===== src/hw/rtl/hte_ram.sv =====
`timescale 1ns / 1ps
`default_nettype none

module hte_ram #(
	parameter int WIDTH = 8,
	parameter int DEPTH = 256
) (
	input  logic                     clk,
	input  logic                     wr_en,
	input  logic [$clog2(DEPTH)-1:0] wr_addr,
	input  logic [WIDTH-1:0]         wr_data,
	input  logic                     rd_en,
	input  logic [$clog2(DEPTH)-1:0] rd_addr,
	output logic [WIDTH-1:0]         rd_data
);

	logic [WIDTH-1:0] mem_q [DEPTH];

	always_ff @(posedge clk) begin
		if (wr_en) begin
			mem_q[wr_addr] <= wr_data;
		end
		if (rd_en) begin
			rd_data <= mem_q[rd_addr];
		end
	end

endmodule

`default_nettype wire


===== config.mk =====
export PLATFORM = sky130hd
export DESIGN_NAME = hte_ram
export DESIGN_NICKNAME = d
export VERILOG_FILES = /design/src/hw/rtl/hte_ram.sv
export SDC_FILE = /design/constraint.sdc
export NUM_CORES = 2
export LEC_CHECK = 0
export ABC_AREA = 1
export BUFFER_PORTS_ARGS = -buffer_cell sky130_fd_sc_hd__buf_2
export CAP_MARGIN = 20
export CELL_PAD_IN_SITES_DETAIL_PLACEMENT = 0
export CELL_PAD_IN_SITES_GLOBAL_PLACEMENT = 2
export CORE_AREA = 5 5 463 465
export CTS_BUF_LIST = sky130_fd_sc_hd__clkbuf_8 sky130_fd_sc_hd__clkbuf_16
export CTS_CLUSTER_SIZE = 40
export DETAILED_ROUTE_END_ITERATION = 7
export DIE_AREA = 0 0 468 470
export GPL_TIMING_DRIVEN = 0
export MAX_ROUTING_LAYER = met4
export PLACE_DENSITY_LB_ADDON = 0.1
export SLEW_MARGIN = 15
export SYNTH_ARGS = -nofsm -noshare
export SYNTH_HDL_FRONTEND = slang
export SYNTH_SLANG_ARGS = --single-unit

===== constraint.sdc =====
create_clock -name clk -period 1.6 [get_ports clk]
set_input_delay 0.08 -clock clk [delete_from_list [all_inputs] [get_ports clk]]
set_output_delay 0.08 -clock clk [all_outputs]
set_load 0.05 [all_outputs]

==> flow_summary.ini <==
[outcome]
status = finished with violations
failed_checks = setup timing

[synth]
ys_top_cells_by_area = edfxtp_1, nand3_1, nand2_1, buf_2, nor2_1
yosysSeqAreaShare = 0.740
syn_area_per_cell_um2 = 11.9
synth.cell_area_um2 = 83500
synth.ff_latch_count = 2056
syn_inst = 7003
ys_types = 13
synth_fp_nets = 7030
synth_top_area_cell = edfxtp_1
ys_warn_count = 0
synth_top_area_share = 0.740

[global_routing]
antenna_found_initial = 23
gr-total-overflow = 0
grt_max_degree = 135
grt_pass1_wl_um = 500000
grt_pass1_vias = 55200
grt_util_all_layers = 0.348

[placed_design]
place.gp.congestion = 1.03
hpwl_um = 270000
portBuffers = 27

[die]
start_util = 0.399
die-area_um2 = 220000
die_w_um = 468
pin_count = 35
rows = 168
die_y_um = 470
core_um2 = 209000

[critical_path]
worstSetupPathType = in -> reg
end_kind = flop
arrival_ns = 2.72
ff2ff_path_depth = 10
startpoint_type = primary input
r2r_slack_ns = -0.49
critPathMaxFanout = 10
r2r_end = rd_data[7]
regToRegStartpoint = mem_q[110][7]
critical_path_required_ns = 2.20

[clocking]
cts_made_buffers = 220
path_clk_slew_ns = 0.06
cts.sinks = 2056
cts_buffer_depth = 3
h-tree-depth = 4
root_buffer = clkbuf_16
clk_latency_ns = 0.88
cts_tree = built

[layout]
final_util = 0.472
num-nets-final = 7380
n_fill_cell = 19000
area_delta_synth_final_pct = 18.3
drive_gt1_frac = 0.172

[pwr]
p_leak_uw = 0.0346
p_total_uw = 121000
seqPwrFrac = 0.493
power.density_nw_per_um2 = 1220
p_clk_frac = 0.424
combPwrFrac = 0.083
ir_drop_uv = 1250
intPower_uw = 90600
p_sw_frac = 0.249
power_switching_uw = 30000

[route]
firstDrtPassIters = 7
post_drt_wl_per_cell_um = 36.6
ant_nets = 0
finalWirelength_um = 380000
vias = 61200
route.met2.wl_um = 163000
dr_wl_met3_um = 41000
wl_met1_um = 157000
initialDrtViolationCount = 9117
vias_per_cell = 5.90
top_layer_used = met4
remaining_drc_errors = 0

[timing]
tightest_slew_ns = 1.30
setup_tns_ns = -118.53
fmax_ghz = 0.472
relSlewSlack = 0.131
setup_slack_ns = -0.517
finalHoldViolations = 0
final.period_utilization = 1.32
rsz0062_at_grt = yes
fin_crit_ns = 2.12
slew_viol_final = 0
setup_viol = 783
finClkSkew_ns = 0.0439

[worst_hold_path]
hp-class = in -> reg
min_from = wr_en
hold_path_depth = 3
whs_endpoint = mem_q[245][7]

[run]
drv_cap = 0
-- cell families after synthesis --
| logic type | after synthesis | synth area share |
|---|---|---|
| DFF | 2056 | 0.740 |
| buffers and inverters | 522 | 0.0312 |
| and+or+nand+nor | 4425 | 0.229 |
-- per-stage QoR --
step	worst slack (ns)	std cells	hold WS, ns	instance area, µm²
after CTS	-0.349	10300	-0.355	97400
after floorplan	0.0285	7003	0.179	83500
final	-0.517	10400	0.0712	98800
after detailed placement	-2.44	9922	0.504	88900
after global routing	-0.420	10400	0.0540	98800
after global placement	-3.77	9835	0.505	87100
-- synthesized netlist by cell type, drive strengths merged --
cell / n
nand2: 2123
edfxtp: 2056
nand3: 2019
buf: 371
nor2: 283
clkbuf: 112
inv: 39
-- sequential cells by signal, summed over array words and instances, names as in the netlist --
signal   cells
mem_q     2048
rd_data      8
-- area by class of cell --
| cell class | instances | area, µm² | share of cell area |
|---|---|---|---|
| Multi-Input combinational cell | 4425 | 21500 | 0.218 |
| Antenna cell | 29 | 72.6 | 0.000735 |
| Buffer | 483 | 2820 | 0.0286 |
| Timing Repair Buffer | 128 | 1900 | 0.0193 |
| Clock buffer | 225 | 5630 | 0.0570 |
| Inverter | 39 | 149 | 0.00151 |
| Tap cell | 2805 | 3510 | 0.0355 |
| Clock inverter | 181 | 1460 | 0.0148 |
| Sequential cell | 2056 | 61700 | 0.625 |
-- routing by layer --
layer | GRT usage | vias to the layer above
met2 | 0.494 | 3525
met3 | 0.0829 | 663
met5 | - | -
met1 | 0.482 | 31300
li1 | - | 25700
met4 | 0.144 | 0
-- critical path, cell delays in order --
cell      delay [ns]
buf_2           0.21
clkbuf_2        0.54
buf_1           0.70
nand3_1         0.31
nand3_1         0.21
nand3_1         0.14
nand3_4         0.24
nand2_1         0.08
nand2_1         0.06
nand2_1         0.12
-- placed cells by master (no fill, tap or decap), types with 2 or more instances in the layout --
| master | netlist | layout |
|---|---|---|
| diode_2 | 0 | 29 |
| dlygate4sd3_1 | 0 | 10 |
| nor2_1 | 283 | 78 |
| inv_1 | 36 | 78 |
| buf_6 | 16 | 38 |
| nand2_2 | 0 | 16 |
| inv_6 | 0 | 3 |
| clkinv_8 | 0 | 4 |
| clkinv_1 | 0 | 49 |
| nand3_4 | 0 | 45 |
| nor2_2 | 0 | 120 |
| nand3_2 | 0 | 162 |
| buf_16 | 0 | 25 |
| clkbuf_2 | 0 | 58 |
| clkinvlp_4 | 0 | 4 |
| clkbuf_4 | 0 | 30 |
| clkbuf_16 | 0 | 225 |
| buf_2 | 268 | 247 |
| clkinv_2 | 0 | 54 |
| buf_1 | 40 | 15 |
| nand2_1 | 2123 | 2106 |
| nor2_4 | 0 | 85 |
| nand3_1 | 2019 | 1812 |
| buf_8 | 1 | 38 |
| clkdlybuf4s15_2 | 0 | 7 |
| inv_2 | 2 | 2 |
| edfxtp_1 | 2056 | 2056 |
| buf_12 | 0 | 9 |
| bufinv_16 | 0 | 24 |
| clkbuf_1 | 112 | 37 |
| buf_4 | 46 | 96 |
-- what timing repair did --
| action | in CTS | in global routing |
|---|---|---|
| hold buffers | 9 | 1 |
| endpoints found under the setup margin | 1114 | 1244 |
| setup buffers | 0 | 1 |
| gates resized for setup | 377 | 310 |
| pin swaps | 25 | 55 |
| hold endpoints to repair | 949 | 8 |
-- worst max path at each step --
stage             startpoint       endpoint  slack (ns)  cells past startpoint
2_1_floorplan          wr_en  mem_q[162][0]        0.03                      4
3_3_place_gp      wr_data[6]  mem_q[172][6]       -3.77                      1
3_5_place_dp      rd_addr[1]     rd_data[0]       -2.44                     12
4_1_cts        mem_q[110][7]     rd_data[7]       -0.35                     10
5_1_grt           wr_addr[6]   mem_q[70][3]       -0.42                      6
6_report          rd_addr[3]     rd_data[0]       -0.52                     10
-- power groups by stage --
stage	Combinational [µW]	Sequential (µW)	Clock, µW
finish	9990	59400	51200
global route	10200	59400	53500
CTS	9390	59400	51300
detailed placement	9050	60600	0
global placement	8750	60800	0
floorplan	3660	60600	0
Note: power is estimated with default switching activity, not from simulation.
