`config.mk`:
```
export PLATFORM = sky130hd
export DESIGN_NAME = hte_pack
export DESIGN_NICKNAME = d
export VERILOG_FILES = /design/src/hw/rtl/hte_pkg.sv /design/src/hw/rtl/hte_pack.sv
export SDC_FILE = /design/constraint.sdc
export NUM_CORES = 1
export LEC_CHECK = 0
export BUFFER_PORTS_ARGS = -buffer_cell sky130_fd_sc_hd__buf_4
export CELL_PAD_IN_SITES_DETAIL_PLACEMENT = 1
export CELL_PAD_IN_SITES_GLOBAL_PLACEMENT = 2
export CORE_AREA = 2 2 103 105
export CTS_BUF_LIST = sky130_fd_sc_hd__clkbuf_16
export CTS_CLUSTER_SIZE = 28
export DETAILED_ROUTE_END_ITERATION = 8
export DIE_AREA = 0 0 105 107
export GPL_ROUTABILITY_DRIVEN = 0
export GPL_TIMING_DRIVEN = 1
export PLACE_DENSITY = 0.91
export SLEW_MARGIN = 40
export SYNTH_ARGS = -nofsm -noshare
export SYNTH_HDL_FRONTEND = slang
export SYNTH_SLANG_ARGS = --single-unit
```
`constraint.sdc`:
```
create_clock -name clk -period 3.6 [get_ports clk]
set_input_delay 0.18 -clock clk [delete_from_list [all_inputs] [get_ports clk]]
set_output_delay 0.18 -clock clk [all_outputs]
set_load 0.01 [all_outputs]
```
`src/hw/rtl/hte_pkg.sv`:
```
`timescale 1ns / 1ps
`default_nettype none

package hte_pkg;

	// bits per output beat, and zero bits appended by a flush
	localparam int BYTE_BITS  = 8;
	localparam int FLUSH_BITS = 7;

	// bit accumulator: up to seven unsent bits and their count
	localparam int PEND_W = 7;
	localparam int PCNT_W = 3;

	typedef logic [1:0] kind_t;

	localparam kind_t KIND_LOAD   = 2'd0;
	localparam kind_t KIND_ENCODE = 2'd1;
	localparam kind_t KIND_FLUSH  = 2'd2;

	// control of the item held after the table read
	typedef struct packed {
		logic  vld;
		kind_t kind;
		logic  hit;
	} s1_ctl_t;

	// bytes completed by one item, byte0 goes out first
	typedef struct packed {
		logic [1:0]           cnt;
		logic [BYTE_BITS-1:0] byte0;
		logic [BYTE_BITS-1:0] byte1;
	} emit_t;

endpackage

`default_nettype wire

```
`src/hw/rtl/hte_pack.sv`:
```
`timescale 1ns / 1ps
`default_nettype none

module hte_pack #(
	parameter int LEN_CAP = 16,
	parameter int LEN_W   = 5
) (
	input  logic               clk,
	input  logic               arst_n,
	input  hte_pkg::s1_ctl_t   ctl,
	input  logic [LEN_CAP-1:0] code,
	input  logic [LEN_W-1:0]   len,
	input  logic               adv,
	output hte_pkg::emit_t     emit
);

	localparam int ACC_W = hte_pkg::PEND_W + LEN_CAP;
	localparam int TOT_W = $clog2(ACC_W + 1);

	logic [hte_pkg::PEND_W-1:0] pbits_q;
	logic [hte_pkg::PCNT_W-1:0] pcnt_q;

	logic [TOT_W-1:0]           a_len;
	logic [ACC_W-1:0]           a_bits;
	logic [ACC_W-1:0]           acc;
	logic [TOT_W:0]             total;
	logic [TOT_W:0]             sh0;
	logic [TOT_W:0]             sh1;
	logic                       n1;
	logic                       n2;
	logic [hte_pkg::PCNT_W-1:0] rem;
	logic [hte_pkg::PEND_W-1:0] pbits_d;

	always_comb begin
		if (ctl.kind == hte_pkg::KIND_FLUSH) begin
			a_len  = TOT_W'(hte_pkg::FLUSH_BITS);
			a_bits = '0;
		end else if (ctl.kind == hte_pkg::KIND_ENCODE && ctl.hit) begin
			a_len  = TOT_W'(len);
			a_bits = ACC_W'(code) & ~({ACC_W{1'b1}} << a_len);
		end else begin
			a_len  = '0;
			a_bits = '0;
		end

		acc   = (ACC_W'(pbits_q) << a_len) | a_bits;
		total = (TOT_W + 1)'(pcnt_q) + (TOT_W + 1)'(a_len);
		sh0   = total - (TOT_W + 1)'(hte_pkg::BYTE_BITS);
		sh1   = total - (TOT_W + 1)'(2 * hte_pkg::BYTE_BITS);
		n2    = total >= (TOT_W + 1)'(2 * hte_pkg::BYTE_BITS);
		n1    = !n2 && (total >= (TOT_W + 1)'(hte_pkg::BYTE_BITS));

		if (n2) begin
			rem = hte_pkg::PCNT_W'(sh1);
		end else if (n1) begin
			rem = hte_pkg::PCNT_W'(sh0);
		end else begin
			rem = hte_pkg::PCNT_W'(total);
		end
		pbits_d = hte_pkg::PEND_W'(acc) & ~({hte_pkg::PEND_W{1'b1}} << rem);

		emit.cnt   = n2 ? 2'd2 : (n1 ? 2'd1 : 2'd0);
		emit.byte0 = hte_pkg::BYTE_BITS'(acc >> sh0);
		emit.byte1 = hte_pkg::BYTE_BITS'(acc >> sh1);
	end

	always_ff @(posedge clk or negedge arst_n) begin
		if (!arst_n) begin
			pbits_q <= '0;
			pcnt_q  <= '0;
		end else if (adv) begin
			pbits_q <= pbits_d;
			pcnt_q  <= rem;
		end
	end

`ifndef SYNTHESIS
	a_load_keeps_pending: assert property (@(posedge clk) disable iff (!arst_n)
		(adv && ctl.kind == hte_pkg::KIND_LOAD) |=> ($stable(pcnt_q) && $stable(pbits_q)))
		else $error("load beat changed the bit accumulator");
	a_empty_flush_silent: assert property (@(posedge clk) disable iff (!arst_n)
		(ctl.vld && ctl.kind == hte_pkg::KIND_FLUSH && pcnt_q == '0) |-> (emit.cnt == 2'd0))
		else $error("flush with nothing pending produced a byte");
`endif

endmodule

`default_nettype wire
```
==> impl_metrics.py, run 1 <==
metrics = {
    "yosys": {
        "synth_nets": 507,
        "synth_mux_area_share_pct": 10.89,
        "ys_seq_area_share_pct": 7.488,
        "ys.flop_type": "dfrtp_1",
        "ys_async_sr_fraction_pct": 100.0,
        "synth_area_mm2": 0.003342,
        "synth_simple_gate_area_share_pct": 27.74,
        "synth_top_cell_by_area": "dfrtp_1",
        "ys_warn_count": 0,
        "ys_seq_elements": 10,
        "postSynthAreaPerCell_um2": 7.065,
        "synth_top_area_share_pct": 7.488,
        "synth_compound_area_share_pct": 41.45,
        "synth_top_family_by_area": "compound AO/OA/AOI/OAI gates",
        "synth_top_cells_by_count": "nand2_1 (57), nor2_1 (49), o21ai_0 (25)",
        "synth_xor_area_share_pct": 1.310,
        "synth_area_leaders": "dfrtp_1 (7.5%), nand2_1 (6.4%), nor2_1 (5.5%)",
        "syn_inst": 473,
        "synth_edf_count": 0,
        "ys_types": 90,
        "synthAdderAreaFrac_pct": 2.471,
        "yosysMostFrequentCell": "nand2_1",
    },
    "clocking": {
        "clock-root-buffer": "clkbuf_16",
        "cts.clk_slew.worst_paths_ps": 40,
        "cts_buffers": 3,
        "h-tree-depth": 1,
        "clk_path_buf_depth": 2,
        "cts_tree": "yes",
        "clock_latency_ps": 230,
        "cts.sink_count": 10,
    },
    "sta": {
        "rsz0062_at_grt": "false",
        "setup_tns_ps": 0,
        "whs_ps": 271.4,
        "setup_viol": 0,
        "finalHoldViolations": 0,
        "clock_skew_ps": 2.197,
        "relSlewSlack_pct": 61.38,
        "period_share_pct": 95.08,
        "fin_ws_ps": 177.0,
        "post-route-min-period_ps": 3423,
        "maxSlewViolCount": 0,
        "timing.fmax_ghz": 0.2921,
        "tightest_slew_ps": 574.3,
    },
    "grt": {
        "grt_overflow": 0,
        "track_usage_pct": 24.93,
        "grt_pass1_wl_um": 22600,
        "grt_start_max_net_pins": 35,
        "antenna_found_initial": 0,
        "grt_pass1_vias": 4233,
    },
    "place": {
        "dpl.hpwl_um": 11470,
        "port_buffers": 44,
        "pre_cts_ws_ps": 39.34,
        "dp_cells": 646,
    },
    "detailed_routing": {
        "wl_um": 14230,
        "first_iter_violations": 426,
        "vias_per_cell": 6.492,
        "ant_nets": 0,
        "firstDrtPassIters": 5,
        "dr_total_vias": 4246,
        "drc": 0,
        "routedWlPerCell_um": 21.76,
    },
    "power_and_ir_drop": {
        "power_density_mw_per_mm2": 683.7,
        "peakVddDrop_v": 0.0002411,
        "power_leakage_uw": 0.001667,
    },
    "floorplan": {
        "io_pins": 46,
        "die-area_mm2": 0.01124,
        "initial_utilization_pct": 33.11,
        "core_area_mm2": 0.01009,
        "fp.dieW_um": 105,
        "rows": 37,
        "die_h_um": 107,
    },
    "setup_path": {
        "required_ps": 3420,
        "slowest_stage": "fa_1",
        "worstSetupEndpointType": "output pin",
        "cpMostUsedCell": "buf_4",
        "path_cells": "buf_4, buf_4, nand4b_4, nand2_2, inv_4, fa_1, nor2b_1, o21ai_1, xor2_1, nor2_2, inv_1, ha_1, nand2_1, inv_1, a221o_1, buf_4",
        "cp.arrival_ps": 3240,
        "cpPeakStageDelay_ps": 480,
        "crit_type": "primary input to output pin",
        "cp-start-kind": "primary input",
        "crit_fanout": 19,
    },
    "layout": {
        "fin_nets": 553,
        "syn2layout_area_growth_pct": 20.40,
        "drive_gt1_share_pct": 24.32,
        "antenna_cells": 0,
        "final_util_pct": 39.87,
        "final_cells": 654,
    },
    "run_status": {
        "status": "finished, final reports clean",
    },
    "min_path": {
        "min_path_type": "primary input to flop",
    },
    "run": {
        "drv_cap": 0,
    },
}
-- where the power goes --
part           switching (uW)  leakage [uW]  internal [uW]  total [uW]
clock network            50.5     0.0000385            145         196
logic                    1410       0.00150            941        2360
registers                47.7      0.000129            152         200
total                    1510       0.00167           1240        2750
-- final timing paths --
kind | from | end | slack (ps) | cells past startpoint
max in group asynchronous | arst_n | pbits_q[0] | 3150 | 2
worst min-delay path | adv | pcnt_q[1] | 270 | 2
worst max register to register | pcnt_q[0] | pbits_q[6] | 1320 | 9
worst max-delay path | ctl[2] | emit[1] | 180 | 16
worst min register to register | pcnt_q[0] | pcnt_q[0] | 520 | 1
min in group asynchronous | arst_n | pcnt_q[0] | 310 | 2
-- layer usage --
metal	global-route usage [%]	routed length (um)	part of all wire [%]	up-vias
li1	-	-	-	1922
met1	33.36	6146	43	2102
met4	7.524	500	3.5	0
met2	42.81	6764	48	188
met3	1.884	817	5.7	34
met5	0	0	0	-
-- registers in the layout, indices dropped and copies added (netlist names) --
signal	cells
pcnt_q	3
pbits_q	7
-- cell usage in the layout (no fill, tap or decap), types with 4 or more instances in the layout --
master / n
nor3_1: 11
mux4_2: 4
o21a_1: 4
mux2_2: 8
nand3_1: 19
nand4_1: 4
ha_1: 5
o2bb2ai_1: 4
nor2_1: 48
a22o_1: 4
a211oi_1: 5
o32ai_1: 7
o221ai_1: 5
mux2i_1: 16
o22ai_1: 15
dfrtp_1: 10
buf_4: 75
a221oi_1: 6
o21ai_1: 5
o211a_1: 4
a221oi_2: 4
nand2_1: 57
o21ai_0: 24
o21bai_1: 6
o211ai_1: 13
a21oi_1: 24
a211o_1: 5
inv_1: 18
nor2b_1: 4
-- worst max-delay path, delay by kind of cell --
| family | cells | cell delay [ps] |
|---|---|---|
| buf+inv | 6 | 700 |
| simple gates | 5 | 910 |
| xor+xnor | 1 | 170 |
| compound gates | 2 | 400 |
| fa+ha+maj | 2 | 870 |
-- metrics by stage --
step | total power [uW] | instance area, um^2
finish | 2751 | 4024
global route | 2965 | 4024
CTS | 2675 | 3969
detailed placement | 2467 | 3880
global placement | 2415 | 3880
floorplan | 1723 | 3342
-- area by class of cell --
| cell class | instances | area [um^2] |
|---|---|---|
| fill | 1303 | 6068 |
| multi-input combinational | 404 | 2843 |
| timing repair buffer | 77 | 593.1 |
| sequential | 10 | 250.2 |
| tap | 136 | 170.2 |
| inverter | 23 | 88.84 |
| clock buffer | 3 | 75.07 |
| clock inverter | 1 | 3.754 |
-- repair_timing --
action                     4_1_cts  5_1_grt
resized for setup                0        7
buffers inserted                 0        3
hold endpoints to repair        10        0
hold buffers                     1        0
setup endpoints to repair        0       10
-- cells by family (layout without fill, tap and decap cells) --
kind of cell | Yosys count | count (layout)
multiplexers | 30 | 30
flip-flops | 10 | 10
XOR/XNOR | 5 | 5
AND/OR/NAND/NOR | 182 | 182
AO/OA/AOI/OAI | 181 | 181
adder cells (fa/ha/maj) | 6 | 6
buffers and inverters | 59 | 104
Note: power is estimated with default switching activity, not from simulation.
==> run 2: changes to the inputs <==
ABC_AREA = 1   (was unset)
CORE_AREA = 2 2 100 102   (was 2 2 103 105)
DIE_AREA = 0 0 102 104   (was 0 0 105 107)
clock period = 3.22 ns   (was 3.6 ns; I/O delays follow)
==> run 2 against run 1 <==
  * Die area is 5.6% lower
  * Worst setup slack gained 45 ps
  * Wire length shrank 20%
  * Sequential cell count stayed put
  * Critical path depth is the same
  * Clock power grew 14%
  * Critical path type unchanged
  * Clock-buffer cell count is the same
  * Hold slack lost 24 ps
  * Register-to-register slack worse by 140 ps
  * Utilization decreased by 6.3 points
  * Largest cell class unchanged
  * Clock skew shrank 1.1 ps
  * Final area shrank 20%
==> impl_metrics.py, run 2 <==
metrics = {
    "setup_path": {
        "r2r_cells": 8,
        "cp.arrival_ps": 2840,
        "crit_fanout": 12,
        "crit_family": "simple AND/OR/NAND/NOR gates",
        "required_ps": 3060,
        "regToRegStartpoint": "pcnt_q[0]",
        "crit_type": "primary input to output pin",
        "cpPeakStageDelay_ps": 410,
        "path_cells": "buf_4, or2_4, nand2_4, ha_1, inv_1, fa_1, or2_2, nand2_1, inv_2, nor2_1, buf_4, nand3_1, a21oi_1, o21ai_1, nor2_1, buf_4",
        "reg2reg_slack_ps": 1180,
        "cp-start-kind": "primary input",
        "slowest_stage": "fa_1",
        "cp.buffers_inverters": 5,
        "cpMostUsedCell": "buf_4",
        "timing.rr.end": "pbits_q[1]",
        "worstSetupEndpointType": "output pin",
    },
    "yosys": {
        "synth_top_cell_by_area": "nand3_1",
        "ys_types": 34,
        "syn_inst": 504,
        "synth_nets": 538,
        "ys_warn_count": 0,
        "ys.flop_type": "dfrtp_1",
        "synth_edf_count": 0,
        "synth_top_cells_by_count": "nand3_1 (162), nand2_1 (138), inv_1 (35)",
        "ys_async_sr_fraction_pct": 100.0,
        "yosysMostFrequentCell": "nand3_1",
        "synth_area_leaders": "nand3_1 (31%), nand2_1 (20%), dfrtp_1 (9.5%)",
        "synth_top_area_share_pct": 30.86,
        "ys_seq_area_share_pct": 9.524,
        "ys_seq_elements": 10,
        "synth_area_mm2": 0.002628,
        "postSynthAreaPerCell_um2": 5.213,
    },
    "detailed_routing": {
        "dr_total_vias": 3664,
        "routedWlPerCell_um": 16.79,
        "vias_per_cell": 5.420,
        "wl_um": 11350,
        "first_iter_violations": 210,
        "firstDrtPassIters": 4,
        "ant_nets": 0,
        "drc": 0,
    },
    "power_and_ir_drop": {
        "clockPowerShare_pct": 9.5,
        "power_density_mw_per_mm2": 731.3,
        "p_int_uw": 940.9,
        "p_total_uw": 2342,
        "power.switching_uw": 1401,
        "switching_share_pct": 59.82,
        "power_leakage_uw": 0.001585,
        "combinationalPowerShare_pct": 82.4,
        "seqPwrFrac_pct": 8.0,
        "peakVddDrop_v": 0.0003525,
    },
    "clocking": {
        "cts.sink_count": 10,
        "clk_path_buf_depth": 2,
        "clock-root-buffer": "clkbuf_16",
        "clock_latency_ps": 230,
        "cts_tree": "yes",
        "cts_buffers": 3,
        "cts.clk_slew.worst_paths_ps": 40,
        "h-tree-depth": 1,
    },
    "grt": {
        "grt_pass1_wl_um": 18600,
        "grt_pass1_vias": 3805,
        "antenna_found_initial": 0,
        "grt_start_max_net_pins": 26,
        "grt_overflow": 0,
        "track_usage_pct": 21.65,
    },
    "place": {
        "dpl.hpwl_um": 9568,
        "dp_cells": 671,
        "pre_cts_ws_ps": 123.8,
        "port_buffers": 44,
    },
    "floorplan": {
        "die-area_mm2": 0.01061,
        "die_h_um": 104,
        "fp.dieW_um": 102,
        "io_pins": 46,
        "initial_utilization_pct": 27.52,
        "core_area_mm2": 0.009549,
        "rows": 36,
    },
    "min_path": {
        "hold_end": "pcnt_q[0]",
        "hold_depth": 2,
        "worstHoldStart": "adv",
        "min_path_type": "primary input to flop",
    },
    "layout": {
        "nFillCells": 1380,
        "largest_register_ffs": 7,
        "antenna_cells": 0,
        "drive_gt1_share_pct": 16.76,
        "syn2layout_area_growth_pct": 21.86,
        "final_util_pct": 33.53,
        "final_cells": 676,
        "layout_commonest_cell": "nand3_1",
        "reg_top3": "pbits_q: 7 flops, pcnt_q: 3 flops",
        "layout.cells.most_common_list": "nand3_1 (162), nand2_1 (138), buf_4 (59)",
        "fin_nets": 578,
        "top_register": "pbits_q",
    },
    "sta": {
        "maxSlewViolCount": 0,
        "fin_ws_ps": 221.8,
        "timing.fmax_ghz": 0.3335,
        "rsz0062_at_grt": "false",
        "setup_tns_ps": 0,
        "post-route-min-period_ps": 2998,
        "relSlewSlack_pct": 60.39,
        "finalHoldViolations": 0,
        "setup_viol": 0,
        "clock_skew_ps": 1.099,
        "tightest_slew_ps": 594.1,
        "period_share_pct": 93.11,
    },
    "run_status": {
        "status": "finished, final reports clean",
    },
    "run": {
        "drv_cap": 0,
    },
}
-- run 2: cell count changes after synthesis, sizes merged, moves of 9 or more --
cell    before  now
o32ai        9    0
a221oi      10    0
clkbuf      20    7
nor2        49   29
o22ai       15    4
nand2       59  144
nand4        4   22
nor3        13    1
o211ai      14    4
mux2i       18    0
nand3       19  163
inv         21   44
-- run 2: worst register-to-register path: stages (launching register included) --
cell     delay (ps)
dfrtp_1         340
ha_1            180
inv_1            60
fa_1            410
or2_2           310
nand2_1          90
inv_2            70
nor2_1          280
o22ai_1         140
-- run 2: repair_timing --
action / CTS / global route
buffers inserted: 0 / 0
gates resized for setup: 0 / 3
hold buffers: 1 / 0
hold endpoints to repair: 10 / 0
endpoints found under the setup margin: 0 / 7
-- run 2: cells by family after synthesis --
group / count (synthesis) / synth area share [%]
buffers and inverters: 70 / 11.43
xor gates and xnor gates: 1 / 0.6192
AOI/OAI and AO/OA: 56 / 12.14
adders and majority gates: 6 / 3.143
and+or+nand+nor: 361 / 63.14
DFF: 10 / 9.524
-- run 2: layer usage --
layer / vias to the layer above / share of wire (%) / GRT usage, %
met1: 1754 / 44 / 27.95
met5: - / 0 / 0
met3: 18 / 4.0 / 1.815
met4: 0 / 1.7 / 4.762
li1: 1807 / - / -
met2: 85 / 50 / 38.58
-- run 2: how the worst max path moves through the flow --
stage | from | end | slack [ps] | cells after the start
after floorplan | ctl[2] | emit[12] | 450 | 15
after global placement | ctl[2] | emit[3] | 270 | 16
after detailed placement | ctl[1] | emit[12] | 120 | 14
after CTS | ctl[1] | emit[12] | 120 | 14
after global routing | ctl[1] | emit[12] | 30 | 17
final | ctl[1] | emit[13] | 220 | 16
-- run 2: layout make-up --
type | instances | area, um^2 | area share (%)
multi-input cells | 424 | 2085 | 65.10
repair buffers | 60 | 452.9 | 14.15
flip-flops and latches | 10 | 250.2 | 7.816
inverters | 45 | 168.9 | 5.275
well taps | 133 | 166.4 | 5.197
clock buffers | 3 | 75.07 | 2.345
clock inverters | 1 | 3.754 | 0.1172
-- run 2: metrics by stage --
stage               hold WS [ps]  area, um^2
floorplan                 -134.6        2628
global placement          -4.102        3105
detailed placement         1.535        3105
CTS                        236.6        3194
global route               267.9        3202
finish                     247.0        3202
-- run 2: power groups by stage --
stage	logic, uW	registers (uW)	clock network, uW
6_report	1930	188	224
5_1_grt	2140	192	239
4_1_cts	1900	188	226
3_5_place_dp	1900	190	0
3_3_place_gp	1840	186	0
2_1_floorplan	1300	180	0
